**config.mk**
```make
export PLATFORM = sky130hd
export DESIGN_NAME = clipped_tile_block_writer_unit
export DESIGN_NICKNAME = d
export VERILOG_FILES = /design/src/hdl/ctbw_pkg.sv /design/src/hdl/clipped_tile_block_writer_unit.sv /design/src/hdl/ctbw_ctrl.sv /design/src/hdl/ctbw_dp.sv
export SDC_FILE = /design/constraint.sdc
export NUM_CORES = 1
export LEC_CHECK = 0
export ABC_AREA = 1
export BUFFER_PORTS_ARGS = -buffer_cell sky130_fd_sc_hd__buf_4
export CAP_MARGIN = 30
export CORE_MARGIN = 10
export CORE_UTILIZATION = 44
export CTS_CLUSTER_DIAMETER = 120
export DETAILED_ROUTE_END_ITERATION = 10
export SLEW_MARGIN = 20
export SYNTH_ARGS = -nofsm -noshare
export SYNTH_HDL_FRONTEND = slang
export SYNTH_SLANG_ARGS = --single-unit
```
**constraint.sdc**
```tcl
create_clock -name clock -period 5.45 [get_ports clock]
set_clock_uncertainty 0.05 [all_clocks]
set_input_delay 0.545 -clock clock [delete_from_list [all_inputs] [get_ports clock]]
set_output_delay 0.545 -clock clock [all_outputs]
set_load 0.02 [all_outputs]
```
**src/hdl/ctbw_pkg.sv**
```systemverilog
// Shared types and constants for the clipped tile block writer.
package ctbw_pkg;

   // Field widths
   localparam int POS_W  = 8;
   localparam int CODE_W = 8;
   localparam int ADDR_W = 10;
   // Signed working width for clip arithmetic (covers -128..254)
   localparam int CALC_W = 10;

   // Request kinds carried in req_tuser
   localparam logic OP_SINGLE = 1'b0;
   localparam logic OP_BLOCK  = 1'b1;

   typedef enum logic [1:0] {
      ST_IDLE,
      ST_SETUP,
      ST_RUN
   } state_type;

   // Controller to datapath
   typedef struct packed {
      logic load;    // capture request beat
      logic setup;   // compute clip window and start values
      logic emit;    // write one cell to the output register and advance
   } cmd_type;

   // Datapath to controller
   typedef struct packed {
      logic empty;      // nothing visible
      logic last_cell;  // current cell is the final visible one
      logic slot_free;  // output register can take a beat
   } sts_type;

endpackage

```
**src/hdl/clipped_tile_block_writer_unit.sv**
```systemverilog
// A request beat is taken in the idle state; the setup state computes the clip window
// and start values, then the run state writes one cell per cycle from the walk counters
// while the output register can take a beat. A wholly clipped request returns to idle
// after setup. A waiting final beat does not block the next request.
// Reset (synchronous, active high) clears the controller and the output valid.
module clipped_tile_block_writer_unit #(
   parameter int WINDOW_WIDTH  = 32,
   parameter int WINDOW_HEIGHT = 24,
   parameter int BLOCK_SIZE    = 6
) (
   input  logic        clock,
   input  logic        reset,
   input  logic        req_tvalid,
   output logic        req_tready,
   input  logic [23:0] req_tdata,  // pos_x[7:0], pos_y[15:8], code[23:16]
   input  logic        req_tuser,  // op[0]
   output logic        rsp_tvalid,
   input  logic        rsp_tready,
   output logic [23:0] rsp_tdata,  // cell_address[9:0], cell_code[17:10], zero[23:18]
   output logic        rsp_tlast
);

   ctbw_pkg::cmd_type cmd;
   ctbw_pkg::sts_type sts;
   logic [ctbw_pkg::ADDR_W-1:0] cell_address;
   logic [ctbw_pkg::CODE_W-1:0] cell_code;

   ctbw_ctrl u_ctrl (
      .clock      (clock),
      .reset      (reset),
      .req_tvalid (req_tvalid),
      .req_tready (req_tready),
      .sts        (sts),
      .cmd        (cmd)
   );

   ctbw_dp #(
      .WINDOW_WIDTH  (WINDOW_WIDTH),
      .WINDOW_HEIGHT (WINDOW_HEIGHT),
      .BLOCK_SIZE    (BLOCK_SIZE)
   ) u_dp (
      .clock       (clock),
      .reset       (reset),
      .req_op      (req_tuser),
      .req_pos_x   (req_tdata[7:0]),
      .req_pos_y   (req_tdata[15:8]),
      .req_code    (req_tdata[23:16]),
      .cmd         (cmd),
      .sts         (sts),
      .rsp_valid   (rsp_tvalid),
      .rsp_ready   (rsp_tready),
      .rsp_address (cell_address),
      .rsp_code    (cell_code),
      .rsp_last    (rsp_tlast)
   );

   // Pack result beat
   assign rsp_tdata = {6'b0, cell_code, cell_address};

endmodule

```
**src/hdl/ctbw_ctrl.sv**
```systemverilog
// Controller state machine for the clipped tile block writer.
module ctbw_ctrl (
   input  logic              clock,
   input  logic              reset,
   input  logic              req_tvalid,
   output logic              req_tready,
   input  ctbw_pkg::sts_type sts,
   output ctbw_pkg::cmd_type cmd
);

   ctbw_pkg::state_type state_ff;
   ctbw_pkg::state_type state_in;

   // Hold state
   always_ff @(posedge clock) begin
      if (reset) begin
         state_ff <= ctbw_pkg::ST_IDLE;
      end else begin
         state_ff <= state_in;
      end
   end

   // Next state
   always_comb begin
      state_in = state_ff;
      case (state_ff)
         ctbw_pkg::ST_IDLE: begin
            if (req_tvalid) begin
               state_in = ctbw_pkg::ST_SETUP;
            end
         end
         ctbw_pkg::ST_SETUP: begin
            if (sts.empty) begin
               state_in = ctbw_pkg::ST_IDLE;
            end else begin
               state_in = ctbw_pkg::ST_RUN;
            end
         end
         ctbw_pkg::ST_RUN: begin
            if (sts.slot_free && sts.last_cell) begin
               state_in = ctbw_pkg::ST_IDLE;
            end
         end
         default: begin
            state_in = ctbw_pkg::ST_IDLE;
         end
      endcase
   end

   // Outputs
   always_comb begin
      req_tready = 1'b0;
      cmd        = '0;
      case (state_ff)
         ctbw_pkg::ST_IDLE: begin
            req_tready = 1'b1;
            cmd.load   = req_tvalid;
         end
         ctbw_pkg::ST_SETUP: begin
            cmd.setup = 1'b1;
         end
         ctbw_pkg::ST_RUN: begin
            cmd.emit = sts.slot_free;
         end
         default: begin
            req_tready = 1'b0;
         end
      endcase
   end

endmodule

```
**src/hdl/ctbw_dp.sv**
```systemverilog
// Datapath: clip window, cell walk counters and output register.
module ctbw_dp #(
   parameter int WINDOW_WIDTH  = 32,
   parameter int WINDOW_HEIGHT = 24,
   parameter int BLOCK_SIZE    = 6
) (
   input  logic                        clock,
   input  logic                        reset,
   input  logic                        req_op,
   input  logic [ctbw_pkg::POS_W-1:0]  req_pos_x,
   input  logic [ctbw_pkg::POS_W-1:0]  req_pos_y,
   input  logic [ctbw_pkg::CODE_W-1:0] req_code,
   input  ctbw_pkg::cmd_type           cmd,
   output ctbw_pkg::sts_type           sts,
   output logic                        rsp_valid,
   input  logic                        rsp_ready,
   output logic [ctbw_pkg::ADDR_W-1:0] rsp_address,
   output logic [ctbw_pkg::CODE_W-1:0] rsp_code,
   output logic                        rsp_last
);

   localparam int CW = $clog2(BLOCK_SIZE + 1);
   localparam int AW = ctbw_pkg::ADDR_W;
   localparam int DW = ctbw_pkg::CODE_W;
   localparam int XW = ctbw_pkg::CALC_W;

   // Captured request
   logic                   op_ff;
   logic signed [ctbw_pkg::POS_W-1:0] x_ff;
   logic signed [ctbw_pkg::POS_W-1:0] y_ff;
   logic [DW-1:0]          code_ff;

   // Walk state
   logic [CW-1:0] k_ff, k0_ff, k1_ff, r_ff, r1_ff;
   logic [AW-1:0] col_ff, col0_ff, row_addr_ff;
   logic [DW-1:0] cur_code_ff, row_code_ff;

   // Output register
   logic          out_valid_ff;
   logic [AW-1:0] out_addr_ff;
   logic [DW-1:0] out_code_ff;
   logic          out_last_ff;

   // Clip arithmetic
   logic signed [XW-1:0] xs, ys, ext, lim_x, lim_y;
   logic signed [XW-1:0] k0s, k1s, r0s, r1s;
   logic signed [XW-1:0] col_start, row_start;
   logic [AW-1:0]        row_addr_start;
   logic [DW-1:0]        code_start;
   logic                 row_end;

   always_comb begin
      xs    = XW'(x_ff);
      ys    = XW'(y_ff);
      ext   = (op_ff == ctbw_pkg::OP_BLOCK) ? XW'(BLOCK_SIZE - 1) : '0;
      lim_x = XW'(WINDOW_WIDTH - 1) - xs;
      lim_y = XW'(WINDOW_HEIGHT - 1) - ys;
      k0s   = xs[XW-1] ? -xs : '0;
      r0s   = ys[XW-1] ? -ys : '0;
      k1s   = (lim_x < ext) ? lim_x : ext;
      r1s   = (lim_y < ext) ? lim_y : ext;
      col_start      = xs + k0s;
      row_start      = ys + r0s;
      row_addr_start = row_start[AW-1:0] * AW'(WINDOW_WIDTH);
      code_start     = code_ff + DW'(r0s[CW-1:0]) * DW'(BLOCK_SIZE) + DW'(k0s[CW-1:0]);
   end

   assign row_end = (k_ff == k1_ff);

   assign sts.empty     = (k0s > k1s) || (r0s > r1s);
   assign sts.last_cell = row_end && (r_ff == r1_ff);
   assign sts.slot_free = !out_valid_ff || rsp_ready;

   // Capture request beat
   always_ff @(posedge clock) begin
      if (cmd.load) begin
         op_ff   <= req_op;
         x_ff    <= req_pos_x;
         y_ff    <= req_pos_y;
         code_ff <= req_code;
      end
   end

   // Load start values, then advance along the row and down the block
   always_ff @(posedge clock) begin
      if (cmd.setup) begin
         k0_ff       <= k0s[CW-1:0];
         k_ff        <= k0s[CW-1:0];
         k1_ff       <= k1s[CW-1:0];
         r_ff        <= r0s[CW-1:0];
         r1_ff       <= r1s[CW-1:0];
         col0_ff     <= col_start[AW-1:0];
         col_ff      <= col_start[AW-1:0];
         row_addr_ff <= row_addr_start;
         row_code_ff <= code_start;
         cur_code_ff <= code_start;
      end else if (cmd.emit) begin
         if (row_end) begin
            k_ff        <= k0_ff;
            r_ff        <= r_ff + CW'(1);
            col_ff      <= col0_ff;
            row_addr_ff <= row_addr_ff + AW'(WINDOW_WIDTH);
            row_code_ff <= row_code_ff + DW'(BLOCK_SIZE);
            cur_code_ff <= row_code_ff + DW'(BLOCK_SIZE);
         end else begin
            k_ff        <= k_ff + CW'(1);
            col_ff      <= col_ff + AW'(1);
            cur_code_ff <= cur_code_ff + DW'(1);
         end
      end
   end

   // Output register valid
   always_ff @(posedge clock) begin
      if (reset) begin
         out_valid_ff <= 1'b0;
      end else if (cmd.emit) begin
         out_valid_ff <= 1'b1;
      end else if (rsp_ready) begin
         out_valid_ff <= 1'b0;
      end
   end

   // Output register payload
   always_ff @(posedge clock) begin
      if (cmd.emit) begin
         out_addr_ff <= row_addr_ff + col_ff;
         out_code_ff <= cur_code_ff;
         out_last_ff <= sts.last_cell;
      end
   end

   assign rsp_valid   = out_valid_ff;
   assign rsp_address = out_addr_ff;
   assign rsp_code    = out_code_ff;
   assign rsp_last    = out_last_ff;

endmodule

```
==> results of run 1 <==
[power by group]
| group | total [mW] | internal (mW) | switching, mW |
|---|---|---|---|
| Sequential | 0.998 | 0.953 | 0.0452 |
| Clock | 0.704 | 0.404 | 0.299 |
| Combinational | 0.430 | 0.169 | 0.262 |
[cell families after synthesis]
kind of cell	Yosys count	share of synthesized area
buffers and inverters	108	0.07143
AO/OA/AOI/OAI	104	0.08815
adder cells (fa/ha/maj)	59	0.1220
flip-flops	103	0.4817
XOR/XNOR	35	0.04939
AND/OR/NAND/NOR	267	0.1867
other	1	0.0005898
[worst max-delay path, stage by stage, from the launching register on]
cell	delay, ns
edfxtp_1	0.44
inv_1	0.11
ha_1	0.20
o21ai_0	0.10
nor2_1	0.45
fa_1	0.49
ha_1	0.29
ha_1	0.36
a21oi_1	0.19
nand2_1	0.11
nand2_1	0.07
nand2_1	0.04
a21oi_1	0.15
xnor2_1	0.08
nand2_1	0.08
o21ai_0	0.10
[flip-flops by register name, indices dropped and copies added (netlist names), 5 cells and up]
signal            count
u_dp.col0_ff         10
u_dp.rsp_code         8
u_dp.row_addr_ff      5
u_dp.cur_code_ff      8
u_dp.rsp_address     10
u_dp.x_ff             8
u_dp.y_ff             8
u_dp.row_code_ff      8
u_dp.code_ff          8
u_dp.col_ff          10
[per-layer routing]
layer	vias to the layer above	routed length, um
li1	2382	-
met1	2107	5874
met2	109	6152
met3	12	678
met4	0	206
met5	-	0
[synthesized netlist by cell type, drive strengths merged]
cell type    n
fa           5
o31ai        1
o22ai        1
xor2        15
ha          54
edfxtp     100
nor3         6
nand3       39
and2         2
nand3b       3
buf         17
nor4         2
inv         89
a21oi       29
nand2      144
conb         1
o21ai       64
or2          6
dfxtp        3
nand4        7
clkbuf       2
o21bai       1
a31oi        2
o211ai       3
nor2        58
a211oi       3
xnor2       20
[worst paths after layout]
kind / start / end / slack, ns / cells past startpoint
worst max-delay path: u_dp.y_ff[0] / u_dp.row_code_ff[6] / 1.85 / 15
worst min-delay path: reset / u_ctrl.state_ff[1] / 0.31 / 2
worst max register to register: u_dp.y_ff[0] / u_dp.row_code_ff[6] / 1.85 / 15
worst min register to register: u_dp.cur_code_ff[1] / u_dp.rsp_code[1] / 0.44 / 0
[metrics by stage]
stage / hold slack [ns] / utilization / total power, mW
2_1_floorplan: 0.3989 / - / 1.331
3_3_place_gp: 0.4225 / 0.4929 / 1.432
3_5_place_dp: 0.4274 / 0.4940 / 1.448
4_1_cts: 0.2982 / 0.5169 / 2.157
5_1_grt: 0.3018 / 0.5169 / 2.256
6_report: 0.3074 / 0.5169 / 2.132
[cell type report]
cell class,count,area share
well taps,180,0.03103
multi-input cells,474,0.3977
inverters,89,0.04603
clock buffers,9,0.03103
repair buffers,56,0.05896
clock inverters,7,0.01327
flip-flops and latches,103,0.4220
==> impl_metrics.env, run 1 <==
export IMPL_outcome="finished, final reports clean"
export IMPL_place_area_um2=6937
export IMPL_hpwl_mm=9.769
export IMPL_synth_distinct_cells=42
export IMPL_n_antenna_cell=0
export IMPL_track_usage=0.1334
export IMPL_grt_use_met2=0.2128
export IMPL_grt_max_degree=60
export IMPL_p_per_area_nw_per_um2=293.8
export IMPL_hold_viol=0
export IMPL_yosysSeqAreaShare=0.4817
export IMPL_max_slew_margin=0.5154
export IMPL_critPathLaunchType="flop"
export IMPL_max_cap_violations=0
export IMPL_fin_ws_ns=1.854
export IMPL_gr_total_overflow=0
export IMPL_antenna_found_initial=0
export IMPL_antenna_left=0
export IMPL_gp_congestion=0.9500
export IMPL_final_period_utilization=0.6598
export IMPL_dieWidth_um=140.2
export IMPL_post_cts_resized=0
export IMPL_numCtsBuffers=9
export IMPL_area_growth_pct=14.15
export IMPL_area_sequential_um2=3063
export IMPL_cts_root_buffer_cell="clkbuf_16"
export IMPL_portBuffers=49
export IMPL_grtUsageMet1=0.1701
export IMPL_first_iter_violations=309
export IMPL_worstPathMaxFanout=5
export IMPL_finalSetupViolCount=0
export IMPL_ys_warnings_count=0
export IMPL_synth_cell_area_um2=6359
export IMPL_wl_per_cell_um=14.06
export IMPL_multi_input_area_um2=2887
export IMPL_rsz0062_at_grt="no"
export IMPL_first_pass_iters=5
export IMPL_grt_pass1_wl_mm=21.60
export IMPL_place_inst=902
export IMPL_leakage_nw=3.171
export IMPL_cts_clk_slew_worst_paths_ns=0.07
export IMPL_die_area_um2=19660
export IMPL_synthTopCellsByArea="edfxtp_1, ha_1, nand2_1"
export IMPL_finalMaxSlewViolations=0
export IMPL_ys_seq_elements=103
export IMPL_num_fill_cells=1282
export IMPL_vias=4610
export IMPL_final_nets=821
export IMPL_peakVddDrop_v=0.0001222
export IMPL_layout_drive_gt1_share=0.1423
export IMPL_yosys_area_top_type="edfxtp_1"
export IMPL_hold_path_class="input pin to flop"
export IMPL_fp_dieH_um=140.2
export IMPL_busiest_layer="met2"
export IMPL_arrival_ns=3.63
export IMPL_netlist_area_leader_share=0.4723
export IMPL_ios=56
export IMPL_grt_use_met3=0.03178
export IMPL_viasPerCell=5.022
export IMPL_max_freq_mhz=278.1
export IMPL_core_um2=14040
export IMPL_grt_pass1_vias=4470
export IMPL_criticalPathCategory="flop to flop"
export IMPL_final_common_cell="nand2_1"
export IMPL_drc=0
export IMPL_clkLatencyLatePin_ns=0.36
export IMPL_cts_max_path_buffers=2
export IMPL_clock_sinks=103
export IMPL_synthCells=677
export IMPL_tns_ns=0
export IMPL_critPathRequiredTime_ns=5.48
export IMPL_final_cells=918
export IMPL_num_rows=43
export IMPL_postSynthAreaPerCell_um2=9.392
export IMPL_cts_tree="built"
export IMPL_post_cts_buffers=0
export IMPL_place_worst_setup_slack_ns=1.917
export IMPL_final_cell_area_um2=7258
export IMPL_cts_htree_levels=3
export IMPL_cts_hold_buffers=0
export IMPL_start_util=0.4528
export IMPL_finalCriticalPeriod_ns=3.596
export IMPL_endpoint_kind="flop"
export IMPL_final_cell_mix="nand2_1, edfxtp_1, inv_1, o21ai_0, buf_4"
export IMPL_tightest_slew_ns=0.7268
export IMPL_wl_mm=12.91
No activity file was read; power rests on OpenSTA's default activity.
==> inputs of run 2 (changes only) <==
- ABC_AREA: 1 -> 0
- clock period: 5.45 -> 3.4 ns (I/O delays scaled with it)
==> impl_metrics.env, run 2 <==
export IMPL_antenna_left=0
export IMPL_whs_path_depth=1
export IMPL_ios=56
export IMPL_final_util=0.5405
export IMPL_critPathRequiredTime_ns=3.59
export IMPL_final_period_utilization=0.9792
export IMPL_finalSetupViolCount=0
export IMPL_synth_distinct_cells=65
export IMPL_max_slew_margin=0.4790
export IMPL_grt_pass1_vias=4511
export IMPL_max_cap_violations=0
export IMPL_leakage_nw=3.181
export IMPL_dieWidth_um=140.2
export IMPL_tightest_slew_ns=0.7806
export IMPL_arrival_ns=3.52
export IMPL_cts_max_path_buffers=2
export IMPL_criticalPathCategory="flop to flop"
export IMPL_finalCriticalPeriod_ns=3.329
export IMPL_yosysSeqAreaShare=0.4817
export IMPL_endpoint_kind="flop"
export IMPL_ys_seq_elements=103
export IMPL_place_worst_setup_slack_ns=-0.01321
export IMPL_synth_flop_cell="edfxtp_1"
export IMPL_portBuffers=49
export IMPL_cts_htree_levels=3
export IMPL_final_nets=757
export IMPL_cts_tree="built"
export IMPL_antenna_found_initial=0
export IMPL_start_util=0.4528
export IMPL_cts_root_buffer_cell="clkbuf_16"
export IMPL_hpwl_mm=10.01
export IMPL_synthCells=587
export IMPL_hp_start="req_tdata[5]"
export IMPL_hold_path_class="input pin to flop"
export IMPL_holdWs_ns=0.1126
export IMPL_hold_viol=0
export IMPL_numCtsBuffers=9
export IMPL_peakVddDrop_v=0.0002790
export IMPL_ys_async_sr_fraction=0
export IMPL_synthTopCellsByArea="edfxtp_1, ha_1, xnor2_1"
export IMPL_die_area_um2=19660
export IMPL_num_rows=43
export IMPL_yosysMostFrequentCell="edfxtp_1"
export IMPL_gp_congestion=0.8206
export IMPL_r2r_start="u_dp.y_ff[4]"
export IMPL_hold_end="u_dp.x_ff[5]"
export IMPL_ys_warnings_count=0
export IMPL_synth_edf_count=100
export IMPL_clkLatencyLatePin_ns=0.35
export IMPL_grt_pass1_wl_mm=22.05
export IMPL_yosys_area_top_type="edfxtp_1"
export IMPL_total_power_mw=3.448
export IMPL_outcome="finished, final reports clean"
export IMPL_num_fill_cells=1264
export IMPL_core_um2=14040
export IMPL_fin_ws_ns=0.07057
export IMPL_layout_drive_gt1_share=0.2107
export IMPL_n_antenna_cell=0
export IMPL_finalMaxSlewViolations=0
export IMPL_wl_per_cell_um=15.30
export IMPL_first_pass_iters=4
export IMPL_postSynthAreaPerCell_um2=10.83
export IMPL_max_freq_mhz=300.4
export IMPL_cts_clk_slew_worst_paths_ns=0.07
export IMPL_netlist_area_leader_share=0.4723
export IMPL_viasPerCell=5.203
export IMPL_wl_mm=13.07
export IMPL_critPathLaunchType="flop"
export IMPL_fp_dieH_um=140.2
export IMPL_final_common_cell="edfxtp_1"
export IMPL_rsz0062_at_grt="yes"
export IMPL_reg2reg_to="u_ctrl.state_ff[1]"
export IMPL_gr_total_overflow=0
export IMPL_p_per_area_nw_per_um2=454.2
export IMPL_drc=0
export IMPL_regToRegSetupSlack_ns=0.07
export IMPL_synth_cell_area_um2=6359
export IMPL_worstPathMaxFanout=7
export IMPL_vias=4443
export IMPL_grt_max_degree=42
export IMPL_first_iter_violations=297
export IMPL_synth_common_cells="edfxtp_1, ha_1, nand2_1"
export IMPL_tns_ns=0
export IMPL_final_cell_mix="edfxtp_1, buf_4, nand2_1, ha_1, inv_1"
export IMPL_track_usage=0.1345
export IMPL_area_growth_pct=19.36
export IMPL_reg2regPathDepth=13
export IMPL_clock_sinks=103
[run 2: cell type report]
cell class | instances | area (um2) | share of cell area
clock buffer | 9 | 225.2 | 0.02967
clock inverter | 7 | 86.33 | 0.01137
inverter | 49 | 183.9 | 0.02423
multi-input combinational | 417 | 3123 | 0.4115
sequential | 103 | 3063 | 0.4036
tap | 180 | 225.2 | 0.02967
timing repair buffer | 89 | 683.2 | 0.09001
[run 2: worst max-delay path by stage]
stage                             from                  to
after CTS                 u_dp.y_ff[7]  u_ctrl.state_ff[1]
after global placement    u_dp.x_ff[6]  u_ctrl.state_ff[1]
after detailed placement  u_dp.y_ff[3]  u_ctrl.state_ff[1]
final                     u_dp.y_ff[4]  u_ctrl.state_ff[1]
after floorplan           u_dp.y_ff[3]  u_ctrl.state_ff[1]
after global routing      u_dp.y_ff[4]  u_ctrl.state_ff[1]
[run 2: metal layers]
metal  part of all wire  track usage  vias up
li1                   -            -     2257
met1               0.46       0.1745     2098
met2               0.48       0.2160       75
met3              0.045      0.02907       13
met4              0.014      0.04728        0
met5                  0            0        -
[run 2: power by group]
group / switching, mW / leakage [nW] / internal [mW]
Sequential: 0.0591 / 0.961 / 1.51
Combinational: 0.419 / 2.07 / 0.360
Clock: 0.455 / 0.155 / 0.640
Total: 0.932 / 3.18 / 2.52
[run 2: worst max-delay path: stages (launching register included)]
cell	delay, ns
edfxtp_1	0.41
buf_6	0.15
a21o_1	0.21
o31ai_2	0.23
nand4_1	0.12
ha_1	0.34
buf_4	0.17
nand2b_1	0.14
ha_1	0.29
a21oi_1	0.17
o21bai_1	0.11
or2_2	0.31
a211o_1	0.29
a31o_2	0.24
[run 2: kinds of logic after synthesis]
kind of cell / synth area share
AND/OR/NAND/NOR: 0.1312
XOR/XNOR: 0.07300
buffers and inverters: 0.05215
other: 0.0005898
flip-flops: 0.4817
multiplexers: 0.02715
adder cells (fa/ha/maj): 0.1220
AO/OA/AOI/OAI: 0.1122
[run 2: per-stage QoR]
stage	area (um2)	instances
finish	7590	854
global route	7590	854
CTS	7435	850
detailed placement	7112	834
global placement	7097	833
floorplan	6389	595
[run 2: timing repair]
| item | in CTS | in global routing |
|---|---|---|
| pin swaps | 1 | 12 |
| endpoints found under the setup margin | 1 | 6 |
| gates resized for setup | 3 | 27 |
| hold buffers | 0 | 0 |
| setup buffers | 0 | 4 |
